--- src/rtl/assert_macros.svh ---
// Assertion macros shared by the RTL files, clocked on clk_i and disabled in reset.
`ifndef ASSERT_MACROS_SVH
`define ASSERT_MACROS_SVH

// Checks a property at every rising edge of clk_i outside reset.
`define ASSERT_CLK(label, prop, msg) \
  label: assert property (@(posedge clk_i) disable iff (!rst_ni) prop) else $error(msg);

// Checks that a condition never holds at a rising edge of clk_i outside reset.
`define ASSERT_NEVER(label, cond, msg) \
  label: assert property (@(posedge clk_i) disable iff (!rst_ni) !(cond)) else $error(msg);

`endif

--- src/rtl/pngru_pkg.sv ---
// Package with the filter type and register indexes of the PNG row unfilter.
package pngru_pkg;

  typedef enum logic [2:0] {
    FILT_NONE  = 3'd0,
    FILT_LEFT  = 3'd1,
    FILT_UP    = 3'd2,
    FILT_AVG   = 3'd3,
    FILT_PAETH = 3'd4,
    FILT_BAD   = 3'd5
  } filter_e;

  localparam logic [1:0] CFG_COLORS  = 2'd0;
  localparam logic [1:0] CFG_BPC     = 2'd1;
  localparam logic [1:0] CFG_COLUMNS = 2'd2;
  localparam logic [1:0] CFG_ROWS    = 2'd3;

  localparam logic [7:0] MAX_TAG = 8'd4;

endpackage

--- src/rtl/pngru_predict.sv ---
// Byte reconstruction for the None, Left, Up, Average and Paeth filters.
module pngru_predict import pngru_pkg::*; (
  input  filter_e    filter_i,
  input  logic [7:0] data_i,
  input  logic [7:0] left_i,
  input  logic [7:0] up_i,
  input  logic [7:0] upleft_i,
  output logic [7:0] val_o
);

  logic [8:0]         avg_sum;
  logic [7:0]         dist_a;
  logic [7:0]         dist_b;
  logic signed [10:0] grad;
  logic [9:0]         dist_c;
  logic [7:0]         paeth;

  always_comb begin
    avg_sum = {1'b0, left_i} + {1'b0, up_i};
    dist_a  = (up_i >= upleft_i) ? (up_i - upleft_i) : (upleft_i - up_i);
    dist_b  = (left_i >= upleft_i) ? (left_i - upleft_i) : (upleft_i - left_i);
    grad    = $signed({3'b000, left_i}) + $signed({3'b000, up_i})
              - $signed({2'b00, upleft_i, 1'b0});
    dist_c  = (grad < 0) ? 10'(-grad) : 10'(grad);
    if (({2'b00, dist_a} <= dist_c) && (dist_a <= dist_b)) begin
      paeth = left_i;
    end else if ({2'b00, dist_b} <= dist_c) begin
      paeth = up_i;
    end else begin
      paeth = upleft_i;
    end
  end

  always_comb begin
    case (filter_i)
      FILT_LEFT:  val_o = data_i + left_i;
      FILT_UP:    val_o = data_i + up_i;
      FILT_AVG:   val_o = data_i + avg_sum[8:1];
      FILT_PAETH: val_o = data_i + paeth;
      default:    val_o = data_i;
    endcase
  end

endmodule

--- config.mk ---
export PLATFORM = sky130hd
export DESIGN_NAME = pngru_predict
export DESIGN_NICKNAME = d
export VERILOG_FILES = /design/src/rtl/assert_macros.svh /design/src/rtl/pngru_pkg.sv /design/src/rtl/pngru_predict.sv
export SDC_FILE = /design/constraint.sdc
export NUM_CORES = 1
export LEC_CHECK = 0
export ABC_AREA = 0
export ABC_CLOCK_PERIOD_IN_PS = 6400
export BUFFER_PORTS_ARGS = -buffer_cell sky130_fd_sc_hd__buf_2
export CAP_MARGIN = 10
export CELL_PAD_IN_SITES_DETAIL_PLACEMENT = 2
export CELL_PAD_IN_SITES_GLOBAL_PLACEMENT = 2
export CORE_ASPECT_RATIO = 2
export CORE_MARGIN = 2
export CORE_UTILIZATION = 36
export DETAILED_ROUTE_END_ITERATION = 12
export GPL_TIMING_DRIVEN = 1
export PLACE_DENSITY = 0.94
export SYNTH_ARGS = -nofsm -noshare
export SYNTH_HDL_FRONTEND = slang
export SYNTH_SLANG_ARGS = --single-unit
--- constraint.sdc ---
create_clock -name vclk -period 6.4
set_input_delay 0 -clock vclk [all_inputs]
set_output_delay 0 -clock vclk [all_outputs]
set_load 0.01 [all_outputs]
=== Word level (Yosys, flattened, before mapping) ===
Index checks and enable logic that the tools add are counted.

* Register bits: 0
* Input port bits: 35
* Output and inout port bits: 8
* Logic and storage cells: 29

* Add/subtract/negate cells: 12
* Magnitude comparators: 6
* Eq/ne operators: 4
* Muxes and demuxes: 6
* Reductions and logical operators: 1

{| class="wikitable"
|+ Operators with widths
! operator !! number
|-
| adder 8 bit || 4
|-
| two-way mux 8 bit || 4
|-
| case mux 8 bit (4 select lines) || 1
|-
| subtractor 8 bit || 4
|-
| less-or-equal comparator 8 x 10 -> 1 bit || 2
|-
| adder 8 x 8 -> 9 bit || 2
|-
| >= comparator 8 bit || 2
|-
| < comparator 10 x 1 -> 1 bit (second input constant) || 1
|-
| two-way mux 10 bit || 1
|-
| negation 10 bit || 1
|-
| subtractor 9 x 9 -> 10 bit || 1
|-
| less-or-equal comparator 8 bit || 1
|-
| == test 3 x 2 -> 1 bit (second input constant) || 2
|-
| == test 3 x 1 -> 1 bit (second input constant) || 1
|-
| == test 3 bit (second input constant) || 1
|-
| logical AND 1 bit || 1
|}

=== Logic depth before layout (Yosys ltp) ===
Gate-level depths: netlist (run 1).

* Word-level depth: 9
* Mapped depth: 37
* Depth with buffers taken out: 35

=== Worst setup path after synthesis (run 1) ===
Ideal clock, no wire load.

* Kind: input-to-output
* Start: in left_i[0]
* End: out val_o[7]
* Arrival time: 5974 ps
* Data required time: 6400 ps
* Setup slack: 426 ps
* Cell stages on the path: 37
* Buffers on the path: 2
* Cell sequence: inv_1 ha_1 inv_1 fa_1 a21oi_1 o21ai_1 a21o_1 a21oi_1 o21a_1 clkbuf_1 o21ai_0 o311ai_1 a22o_1 xnor2_1 inv_1 ha_1 a21o_1 a21o_1 a21oi_1 o21ai_0 o21ai_0 a21oi_2 or2_1 buf_2 o22ai_1 a21oi_1 ha_1 a21o_1 a21o_1 a21o_1 a21oi_1 nor2_1 a211oi_1 o2111ai_1 a21oi_2 nor3b_2 xnor2_1

* Longest elaborated chain between the ends: 9
* Elaborated cells between the ends (all ways): 20
* Classes of those cells: add/sub (9); order compare (5); mux (5); reduce/logical (1)

{| class="wikitable"
|+ RTL lines
! what !! RTL line !! source
|-
| start: declaration || pngru_predict.sv:5 || <nowiki>input logic [7:0] left_i,</nowiki>
|-
| adder 8 x 8 -> 9 bit || pngru_predict.sv:19, pngru_predict.sv:22 ||
|-
| subtractor 9 x 9 -> 10 bit || pngru_predict.sv:23 || <nowiki>- $signed({2'b00, upleft_i, 1'b0});</nowiki>
|-
| negation 10 bit / < comparator 10 x 1 -> 1 bit (equally long branches) || pngru_predict.sv:24 || <nowiki>dist_c = (grad < 0) ? 10'(-grad) : 10'(grad);</nowiki>
|-
| two-way mux 10 bit || pngru_predict.sv:24 ||
|-
| less-or-equal comparator 8 x 10 -> 1 bit, on equally long branches || pngru_predict.sv:27, pngru_predict.sv:25 ||
|-
| two-way mux 8 bit / logical AND 1 bit (equally long branches) || pngru_predict.sv:27, pngru_predict.sv:25 ||
|-
| two-way mux 8 bit || pngru_predict.sv:25 || <nowiki>if (({2'b00, dist_a} <= dist_c) && (dist_a <= dist_b)) begin</nowiki>
|-
| adder 8 bit || pngru_predict.sv:39 || <nowiki>FILT_PAETH: val_o = data_i + paeth;</nowiki>
|-
| case mux 8 bit (4 select lines) (*) || pngru_predict.sv:35 || <nowiki>case (filter_i)</nowiki>
|-
| end: declaration || pngru_predict.sv:8 || <nowiki>output logic [7:0] val_o</nowiki>
|}

Mark *: on every way between the ends. The rest lies on a longest branch, timed or not.

=== Final worst setup path (run 1) ===
* Start: in upleft_i[0]
* End: out val_o[7]

* Longest elaborated chain between the ends: 8
* Elaborated cells between the ends (all ways): 20
* Classes of those cells: add/sub (7); order compare (6); mux (6); reduce/logical (1)

{| class="wikitable"
|+ RTL lines
! what !! RTL line !! source
|-
| start: declaration || pngru_predict.sv:7 || <nowiki>input logic [7:0] upleft_i,</nowiki>
|-
| subtractor 9 x 9 -> 10 bit || pngru_predict.sv:23 ||
|-
| negation 10 bit / < comparator 10 x 1 -> 1 bit (equally long branches) || pngru_predict.sv:24 ||
|-
| two-way mux 10 bit || pngru_predict.sv:24 ||
|-
| less-or-equal comparator 8 x 10 -> 1 bit, on equally long branches || pngru_predict.sv:27, pngru_predict.sv:25 ||
|-
| two-way mux 8 bit / logical AND 1 bit (equally long branches) || pngru_predict.sv:27, pngru_predict.sv:25 ||
|-
| two-way mux 8 bit (*) || pngru_predict.sv:25 ||
|-
| adder 8 bit (*) || pngru_predict.sv:39 ||
|-
| case mux 8 bit (4 select lines) (*) || pngru_predict.sv:35 ||
|}

Marked as above.

==> summary.txt, run 1 <==
Outcome
  – Outcome: complete, but fails checks
  – Failing checks: negative setup slack

Cells and area
  – Final sequential cell count: 0
  – Layout cells sized above 1: 0.3351
  – Most common cell after layout, fill and taps aside: buf_4
  – Most frequent cells in the layout: 75 x buf_4, 73 x ha_1, 56 x inv_1
  – Reg area: 0 sq um
  – CLK BUF: 0
  – Multi-input gate area: 3443 sq um
  – Fill cells: between 1,000 and 1,500
  – Area grow syn2layout: 34.56%
  – Nets: 698
  – Diode count: 0
  – Final core utilization: 0.4963

Detailed routing
  – Vias/cell: 6.749
  – TritonRoute pass-1 iters: 5
  – Routed WL per cell: around 34 um
  – DRC errors left: 0
  – Vias: 4,549
  – Post-DRT Antenna Nets: 0
  – Final WL: 22,680 um
  – Initial drt markers: 213

Power and ir drop
  – Total chip power: 1339 uW
  – Worst VDD drop: 0.0001375 V
  – PwrDens: about 290 nW/um^2
  – Leakage power: 0.002372 uW

Global route
  – Top Usage Layer GRT: met2
  – Met3 GRT Util: 0.02964
  – Largest net degree at the start of global routing: 18
  – First-pass GRT wire length: slightly below 30,000 um
  – All-Layer GR Usage: 0.3789
  – Initial antenna violation count: 0
  – Met2 Resource Use GR: 0.7165
  – Vias in the first global route: 4,976
  – GR Layer Usage met1: 0.3952
  – Grt total ovfl: 0

Worst setup path
  – CP bufs+invs: 8
  – Top cell by count, worst path: buf_4
  – Critical-path top delay cell: fa_1
  – Worst setup path category: in2out
  – Largest delay contributor family on the critical path: compound AO/OA/AOI/OAI gates
  – CP Launch Type: input port
  – Crit end category: primary output
  – CP max FO: 6
  – WP data required: 6400 ps
  – Worst Path Arrival: 6870 ps
  – Max stage delay on crit path: 400 ps

Min path
  – HP Class: in2out

STA
  – Final TNS setup: -561.7 ps
  – Hold WS: 296.0 ps
  – Fin. max-slew vios: 0
  – Final Cycle Share: 1.073
  – Slew Limit Headroom: 0.4884
  – RSZ-0062 raised after global routing: true
  – Worst-margin pin slew: 761.9 ps
  – Highest clock rate: 145.6 MHz
  – Min setup slack post-route: -467.3 ps
  – Final critical-path required period: 6867 ps
  – Final setup violating endpoints: 2
  – Hold Violations, Final: 0

Place
  – Detailed placement HPWL: ~14,000 um
  – Port Buffer Count: 43
  – Gpl congestion: 0.8964

Die
  – Die width: 73.33 um
  – Starting density of the core: 0.3688
  – Row count: 50
  – Die area: 10,460 sq um
  – Core ar.: 9384 sq um
  – Die height: about 140 um
  – # IOs: 43

Synthesis
  – Post-synth cell types: 60
  – Cell Area, Synth: 3461 sq um
  – Sequential share of the synthesized area: 0
  – Synth Instances: 455
  – Synth warn: 0
  – Mean Syn Cell Area: about 7.6 sq um
  – Syn nets: 581

Job
  – Max-cap violations: 0

Clock network
  – Hold-fix buffers at CTS: 0
Yosys cell counts (9+ instances only):
cell     number  area [sq um]
ha_1         78         975.9
inv_1        60         225.2
a21oi_1      39         195.2
nand2_1      31         116.4
o21ai_0      28         140.1
nor2_1       27         101.4
xnor2_1      20         175.2
xor2_1       17         148.9
a21o_1       16         120.1
fa_1         13         260.3
mux2i_1      10         100.1
nor3_1        9         45.04
kinds of logic after synthesis:
logic type	share of synthesized area
xor gates and xnor gates	0.1030
muxes	0.05170
and+or+nand+nor	0.1406
AOI/OAI and AO/OA	0.2708
buffers and inverters	0.07665
adders and majority gates	0.3572
routing by layer:
layer  share of wire  wire length (um)
met2            0.52             11800
met3           0.044               990
met5               0                 0
met1            0.34              7694
met4           0.097              2194
report_power, final:
part           switching, uW  internal, uW
Combinational            797           542
Sequential                 0             0
Clock                      0             0
Total                    797           542
final timing paths:
check                   start       end  slack, ps  cells after the start
hold / removal      data_i[7]  val_o[7]        300                      3
setup / recovery  upleft_i[0]  val_o[7]       -470                     35
tightest hold or removal path: stages:
cell     delay (ps)
buf_2           100
xnor2_1          60
buf_2           130
metrics by stage:
step / setup slack [ps] / area, sq um / std cells
floorplan: 426.4 / 3461 / 455
global placement: -654.1 / 4194 / 651
detailed placement: -1254 / 4194 / 651
CTS: -35.68 / 4414 / 662
global route: -690.0 / 4657 / 674
finish: -467.3 / 4657 / 674
area by class of cell:
type	count	area share
Timing Repair Buffer	123	0.1832
Tap cell	104	0.02794
Multi-Input combinational cell	387	0.7394
Inverter	60	0.04944
timing repair:
| item | CTS | global route |
|---|---|---|
| endpoints found under the setup margin | 6 | 3 |
| setup buffers | 11 | 12 |
| resized for setup | 36 | 40 |
| pin swaps | 30 | 40 |
Note: power is estimated with default switching activity, not from simulation.
==> run 2, diff against run 1 <==
Settings changed: ABC_CLOCK_PERIOD_IN_PS 6400 to 6300, CORE_UTILIZATION 36 to 33, PLACE_DENSITY 0.94 to 0.91.
Clock period 6.4 ns to 6.3 ns, I/O delays scaled along.
==> summary.txt, run 2 (synthesized netlist as in run 1, its figures left out) <==
Outcome
  – Outcome: complete, but fails checks
  – Failing checks: negative setup slack

Cells and area
  – Layout cells sized above 1: 0.4153 (+0.08019)
  – Design Area, Final: 5061 sq um (+8.7%)
  – Fill cells: 1,122 (+7.4%)
  – Reg area: 0 sq um (unchanged)
  – Most common cell after layout, fill and taps aside: buf_4
  – Most frequent cells in the layout: 108 x buf_4, 71 x ha_1, 56 x inv_1
  – CLK BUF: 0 (unchanged)
  – Non-filler cells, final: 737 (+9.3%)
  – Final core utilization: 0.4986 (+0.002377)
  – Diode count: 0 (unchanged)
  – Final sequential cell count: 0 (unchanged)
  – Area grow syn2layout: 46.24%
  – Nets: 730 (+4.6%)

Min path
  – Hold path start: data_i[7]
  – WHS Endpoint: val_o[7]
  – Hold Path Stages: 3 (unchanged)
  – HP Class: in2out

Detailed routing
  – Routed WL per cell: 32.00 um (-4.9%)
  – Vias: 4,663 (+2.5%)
  – TritonRoute pass-1 iters: 5 (unchanged)
  – Post-DRT Antenna Nets: 0 (unchanged)
  – Final WL: 23,590 um (+4.0%)
  – Initial drt markers: 212 (-0.47%)
  – DRC errors left: 0 (unchanged)
  – Vias/cell: 6.327 (-6.3%)

Worst setup path
  – Critical-path top delay cell: fa_2
  – Top cell by count, worst path: a21oi_2
  – Worst Path Arrival: 6910 ps (+40 ps)
  – Worst setup path category: in2out
  – WP data required: 6300 ps (-100 ps)
  – Max stage delay on crit path: 370 ps (-30 ps)
  – CP Launch Type: input port
  – CP bufs+invs: 9 (+1)
  – Largest delay contributor family on the critical path: compound AO/OA/AOI/OAI gates
  – CP max FO: 5 (-1)
  – Crit end category: primary output

STA
  – Final TNS setup: -834.6 ps (-272.9 ps)
  – Min setup slack post-route: -605.1 ps (-137.8 ps)
  – Worst-margin pin slew: 1238 ps (+476.6 ps)
  – Final setup violating endpoints: 2 (unchanged)
  – RSZ-0062 raised after global routing: true
  – Highest clock rate: 144.8 MHz
  – Fin. max-slew vios: 0 (unchanged)
  – Final Cycle Share: 1.096
  – Final critical-path required period: between 6000 and 7000 ps
  – Slew Limit Headroom: 0.1715 (-0.3169)
  – Hold Violations, Final: 0 (unchanged)

Job
  – Max-cap violations: 0 (unchanged)

Place
  – Port Buffer Count: 43 (unchanged)
  – Cells after DPL: 719 (+10%)
  – Placement Cell Area: 4511 sq um (+7.5%)
  – Detailed placement HPWL: 15,980 um (+12%)
  – Gpl congestion: 0.8949 (-0.17%)

Die
  – Core ar.: 10,150 sq um (+8.2%)
  – Row count: 52 (+4.0%)
  – Starting density of the core: 0.3410 (-0.02782)
  – # IOs: 43 (unchanged)
  – Die area: 11,370 sq um (+8.7%)
  – Die width: 76.42 um (+4.2%)
  – Die height: 148.8 um (+4.3%)

Global route
  – Largest net degree at the start of global routing: 18 (unchanged)
  – Vias in the first global route: 5,476 (+10%)
  – First-pass GRT wire length: 32,690 um (+10%)
  – All-Layer GR Usage: 0.3835 (+0.004533)
  – Grt total ovfl: 0 (unchanged)
  – Initial antenna violation count: 0 (unchanged)

Power and ir drop
  – PwrDens: 285.7 nW/um^2 (-0.65%)
  – Leakage power: 0.002555 uW (+7.7%)
  – Worst VDD drop: 0.0001512 V (+9.9%)
run 2: timing repair:
| item | in CTS | in global routing |
|---|---|---|
| hold buffers | 0 | 0 |
| setup buffers | 17 | 2 |
| setup endpoints to repair | 5 | 4 |
| pin swaps | 51 | 38 |
| resized for setup | 79 | 18 |
run 2: cell type report:
cell class | instances | area, sq um | share of cell area
Multi-Input combinational cell | 387 | 3581 | 0.7075
Inverter | 60 | 227.7 | 0.04499
Timing Repair Buffer | 155 | 1084 | 0.2141
Tap cell | 135 | 168.9 | 0.03337
run 2: how the worst max path moves through the flow:
| stage | to | start | cells past startpoint | slack [ps] |
|---|---|---|---|---|
| global placement | val_o[7] | up_i[0] | 38 | -700 |
| CTS | val_o[7] | up_i[0] | 38 | -160 |
| finish | val_o[7] | left_i[0] | 40 | -610 |
| detailed placement | val_o[7] | upleft_i[0] | 38 | -1290 |
| global route | val_o[7] | left_i[0] | 40 | -720 |
| floorplan | val_o[7] | left_i[0] | 37 | 330 |
run 2: metal layers:
| metal | vias to the layer above | track usage | share of wire |
|---|---|---|---|
| met5 | - | 0 | 0 |
| met1 | 2349 | 0.3560 | 0.33 |
| met3 | 142 | 0.05024 | 0.040 |
| met4 | 0 | 0.3045 | 0.094 |
| met2 | 261 | 0.7354 | 0.53 |
| li1 | 1911 | - | - |
run 2: where the power goes:
group	total [uW]	leakage [uW]	switching (uW)	internal [uW]
combinational	1450	0.00256	833	613
clock	0	0	0	0
sequential	0	0	0	0
run 2: metrics by stage:
stage	setup WS, ps	power, uW	hold WS [ps]
2_1_floorplan	326.4	611.3	87.67
6_report	-605.1	1446	301.8
3_3_place_gp	-701.9	967.0	269.0
5_1_grt	-722.1	1494	299.4
3_5_place_dp	-1293	1107	283.3
4_1_cts	-160.6	1267	277.7
==> run 3, diff against run 2 <==
Settings changed: MAX_ROUTING_LAYER set to met4, SLEW_MARGIN set to 20.
==> summary.txt, run 3 (synthesized netlist as in run 1, its figures left out) <==
Clock network
  – Hold-fix buffers at CTS: 0 (unchanged)

Detailed routing
  – Final WL: 25,990 um (+10%)
  – Vias/cell: 6.426 (+1.6%)
  – Vias: 4,794 (+2.8%)
  – Routed WL per cell: 34.84 um (+8.9%)
  – Initial drt markers: 265 (+25%)
  – Post-DRT Antenna Nets: 0 (unchanged)
  – TritonRoute pass-1 iters: 5 (unchanged)
  – DRC errors left: 0 (unchanged)

STA
  – Final critical-path required period: 7173 ps (+268.3 ps)
  – RSZ-0062 raised after global routing: true
  – Final setup violating endpoints: 4 (+2)
  – Slew Limit Headroom: 0.4346 (+0.2630)
  – Min setup slack post-route: -873.4 ps (-268.3 ps)
  – Fin. max-slew vios: 0 (unchanged)
  – Hold Violations, Final: 0 (unchanged)
  – Final Cycle Share: 1.139 (+0.04259)
  – Worst-margin pin slew: 847.4 ps (-391.1 ps)
  – Highest clock rate: 139.4 MHz (-3.7%)
  – Final TNS setup: -1855 ps (-1021 ps)

Cells and area
  – Layout cells sized above 1: 0.4468 (+0.03153)
  – Diode count: 0 (unchanged)
  – Final core utilization: 0.5198 (+0.02120)
  – Area grow syn2layout: 52.46%
  – Fill cells: 1,119 (-0.27%)
  – Most frequent cells in the layout: 112 x buf_4, 68 x ha_1, 53 x inv_1
  – Reg area: 0 sq um (unchanged)
  – CLK BUF: 0 (unchanged)
  – Final sequential cell count: 0 (unchanged)
  – Most common cell after layout, fill and taps aside: buf_4
  – Design Area, Final: 5276 sq um (+4.3%)
  – Multi-input gate area: 3697 sq um (+3.2%)
  – Nets: 739 (+1.2%)
  – Non-filler cells, final: 746 (+1.2%)

Power and ir drop
  – Total chip power: 1562 uW (+8.0%)
  – P_int: 663.3 uW (+8.2%)
  – Sw Ratio: 0.5754 (about the same)
  – Psw: 898.9 uW (+7.9%)
  – Leakage power: 0.002618 uW (+2.5%)
  – Flop pwr share: 0 (unchanged)
  – PwrDens: 296.1 nW/um^2 (+3.6%)
  – Clock power frac: 0 (unchanged)
  – Combinational group share of total power: 1.000 (about the same)
  – Worst VDD drop: 0.0001562 V (+3.3%)

Die
  – Die area: 11,370 sq um (unchanged)
  – Row count: 52 (unchanged)
  – Core ar.: 10,150 sq um (unchanged)
  – Die height: 148.8 um (unchanged)
  – Starting density of the core: 0.3410 (unchanged)
  – Die width: 76.42 um (unchanged)
  – # IOs: 43 (unchanged)

Worst setup path
  – Top cell by count, worst path: a21oi_2
  – CP max FO: 5 (unchanged)
  – Worst setup path category: in2out
  – Worst Path Arrival: 7170 ps (+260 ps)
  – WP data required: 6300 ps (about the same)
  – CP Launch Type: input port
  – Max stage delay on crit path: 380 ps (about the same)
  – Crit end category: primary output
  – Critical-path top delay cell: o311ai_2

Place
  – Detailed placement HPWL: 15,980 um (unchanged)
  – Gpl congestion: 0.9101 (+1.7%)
  – Cells after DPL: 719 (unchanged)
  – Placement Cell Area: 4511 sq um (unchanged)
  – Port Buffer Count: 43 (unchanged)

Global route
  – Met3 GRT Util: 0.05024 (unchanged)
  – Initial antenna violation count: 0 (unchanged)
  – All-Layer GR Usage: 0.3953 (+0.01188)
  – Largest net degree at the start of global routing: 18 (unchanged)
  – Grt total ovfl: 0 (unchanged)
  – First-pass GRT wire length: 32,760 um (+0.21%)
  – Top Usage Layer GRT: met2
  – GR Layer Usage met1: 0.3582 (+0.002239)
  – Met2 Resource Use GR: 0.7376 (+0.002212)
  – Vias in the first global route: 5,466 (-0.18%)

Min path
  – HP Class: in2out

Outcome
  – Outcome: complete, but fails checks
  – Failing checks: negative setup slack

Job
  – Max-cap violations: 0 (unchanged)
## run 3: final cells by class
| cell class | instances | share of cell area |
|---|---|---|
| Inverter | 60 | 0.04363 |
| Multi-Input combinational cell | 387 | 0.7007 |
| Tap cell | 135 | 0.03201 |
| Timing Repair Buffer | 164 | 0.2236 |
## run 3: final timing paths
kind,startpoint,to,cells past startpoint
setup / recovery,left_i[0],val_o[7],41
hold / removal,data_i[7],val_o[7],3
## run 3: stage by stage
stage                     worst slack, ps  hold slack, ps
after detailed placement            -1293           283.3
after floorplan                     326.4           87.67
after global routing               -935.8           310.7
after global placement             -701.9           269.0
final                              -873.4           297.5
after CTS                          -160.6           277.7
## run 3: layer usage
layer | wire length (um) | up-vias
li1 | - | 1933
met1 | 8646 | 2372
met2 | 13330 | 303
met3 | 1314 | 186
met4 | 2703 | 0
met5 | 0 | -
## run 3: timing repair
action,4_1_cts,5_1_grt
gates resized for setup,79,48
setup buffers,17,11
setup endpoints to repair,5,4
pin swaps,51,53
## run 3: worst max-delay path, delay by kind of cell
kind            cells  cell delay (ps)
compound gates     20             3740
xor+xnor            2              220
fa+ha+maj           4             1000
buf+inv            10             1440
simple gates        5              720
## run 3: power by group through the flow
stage,clock network [uW],logic [uW],registers (uW)
global placement,0,967,0
finish,0,1560,0
global route,0,1590,0
floorplan,0,611,0
CTS,0,1270,0
detailed placement,0,1110,0
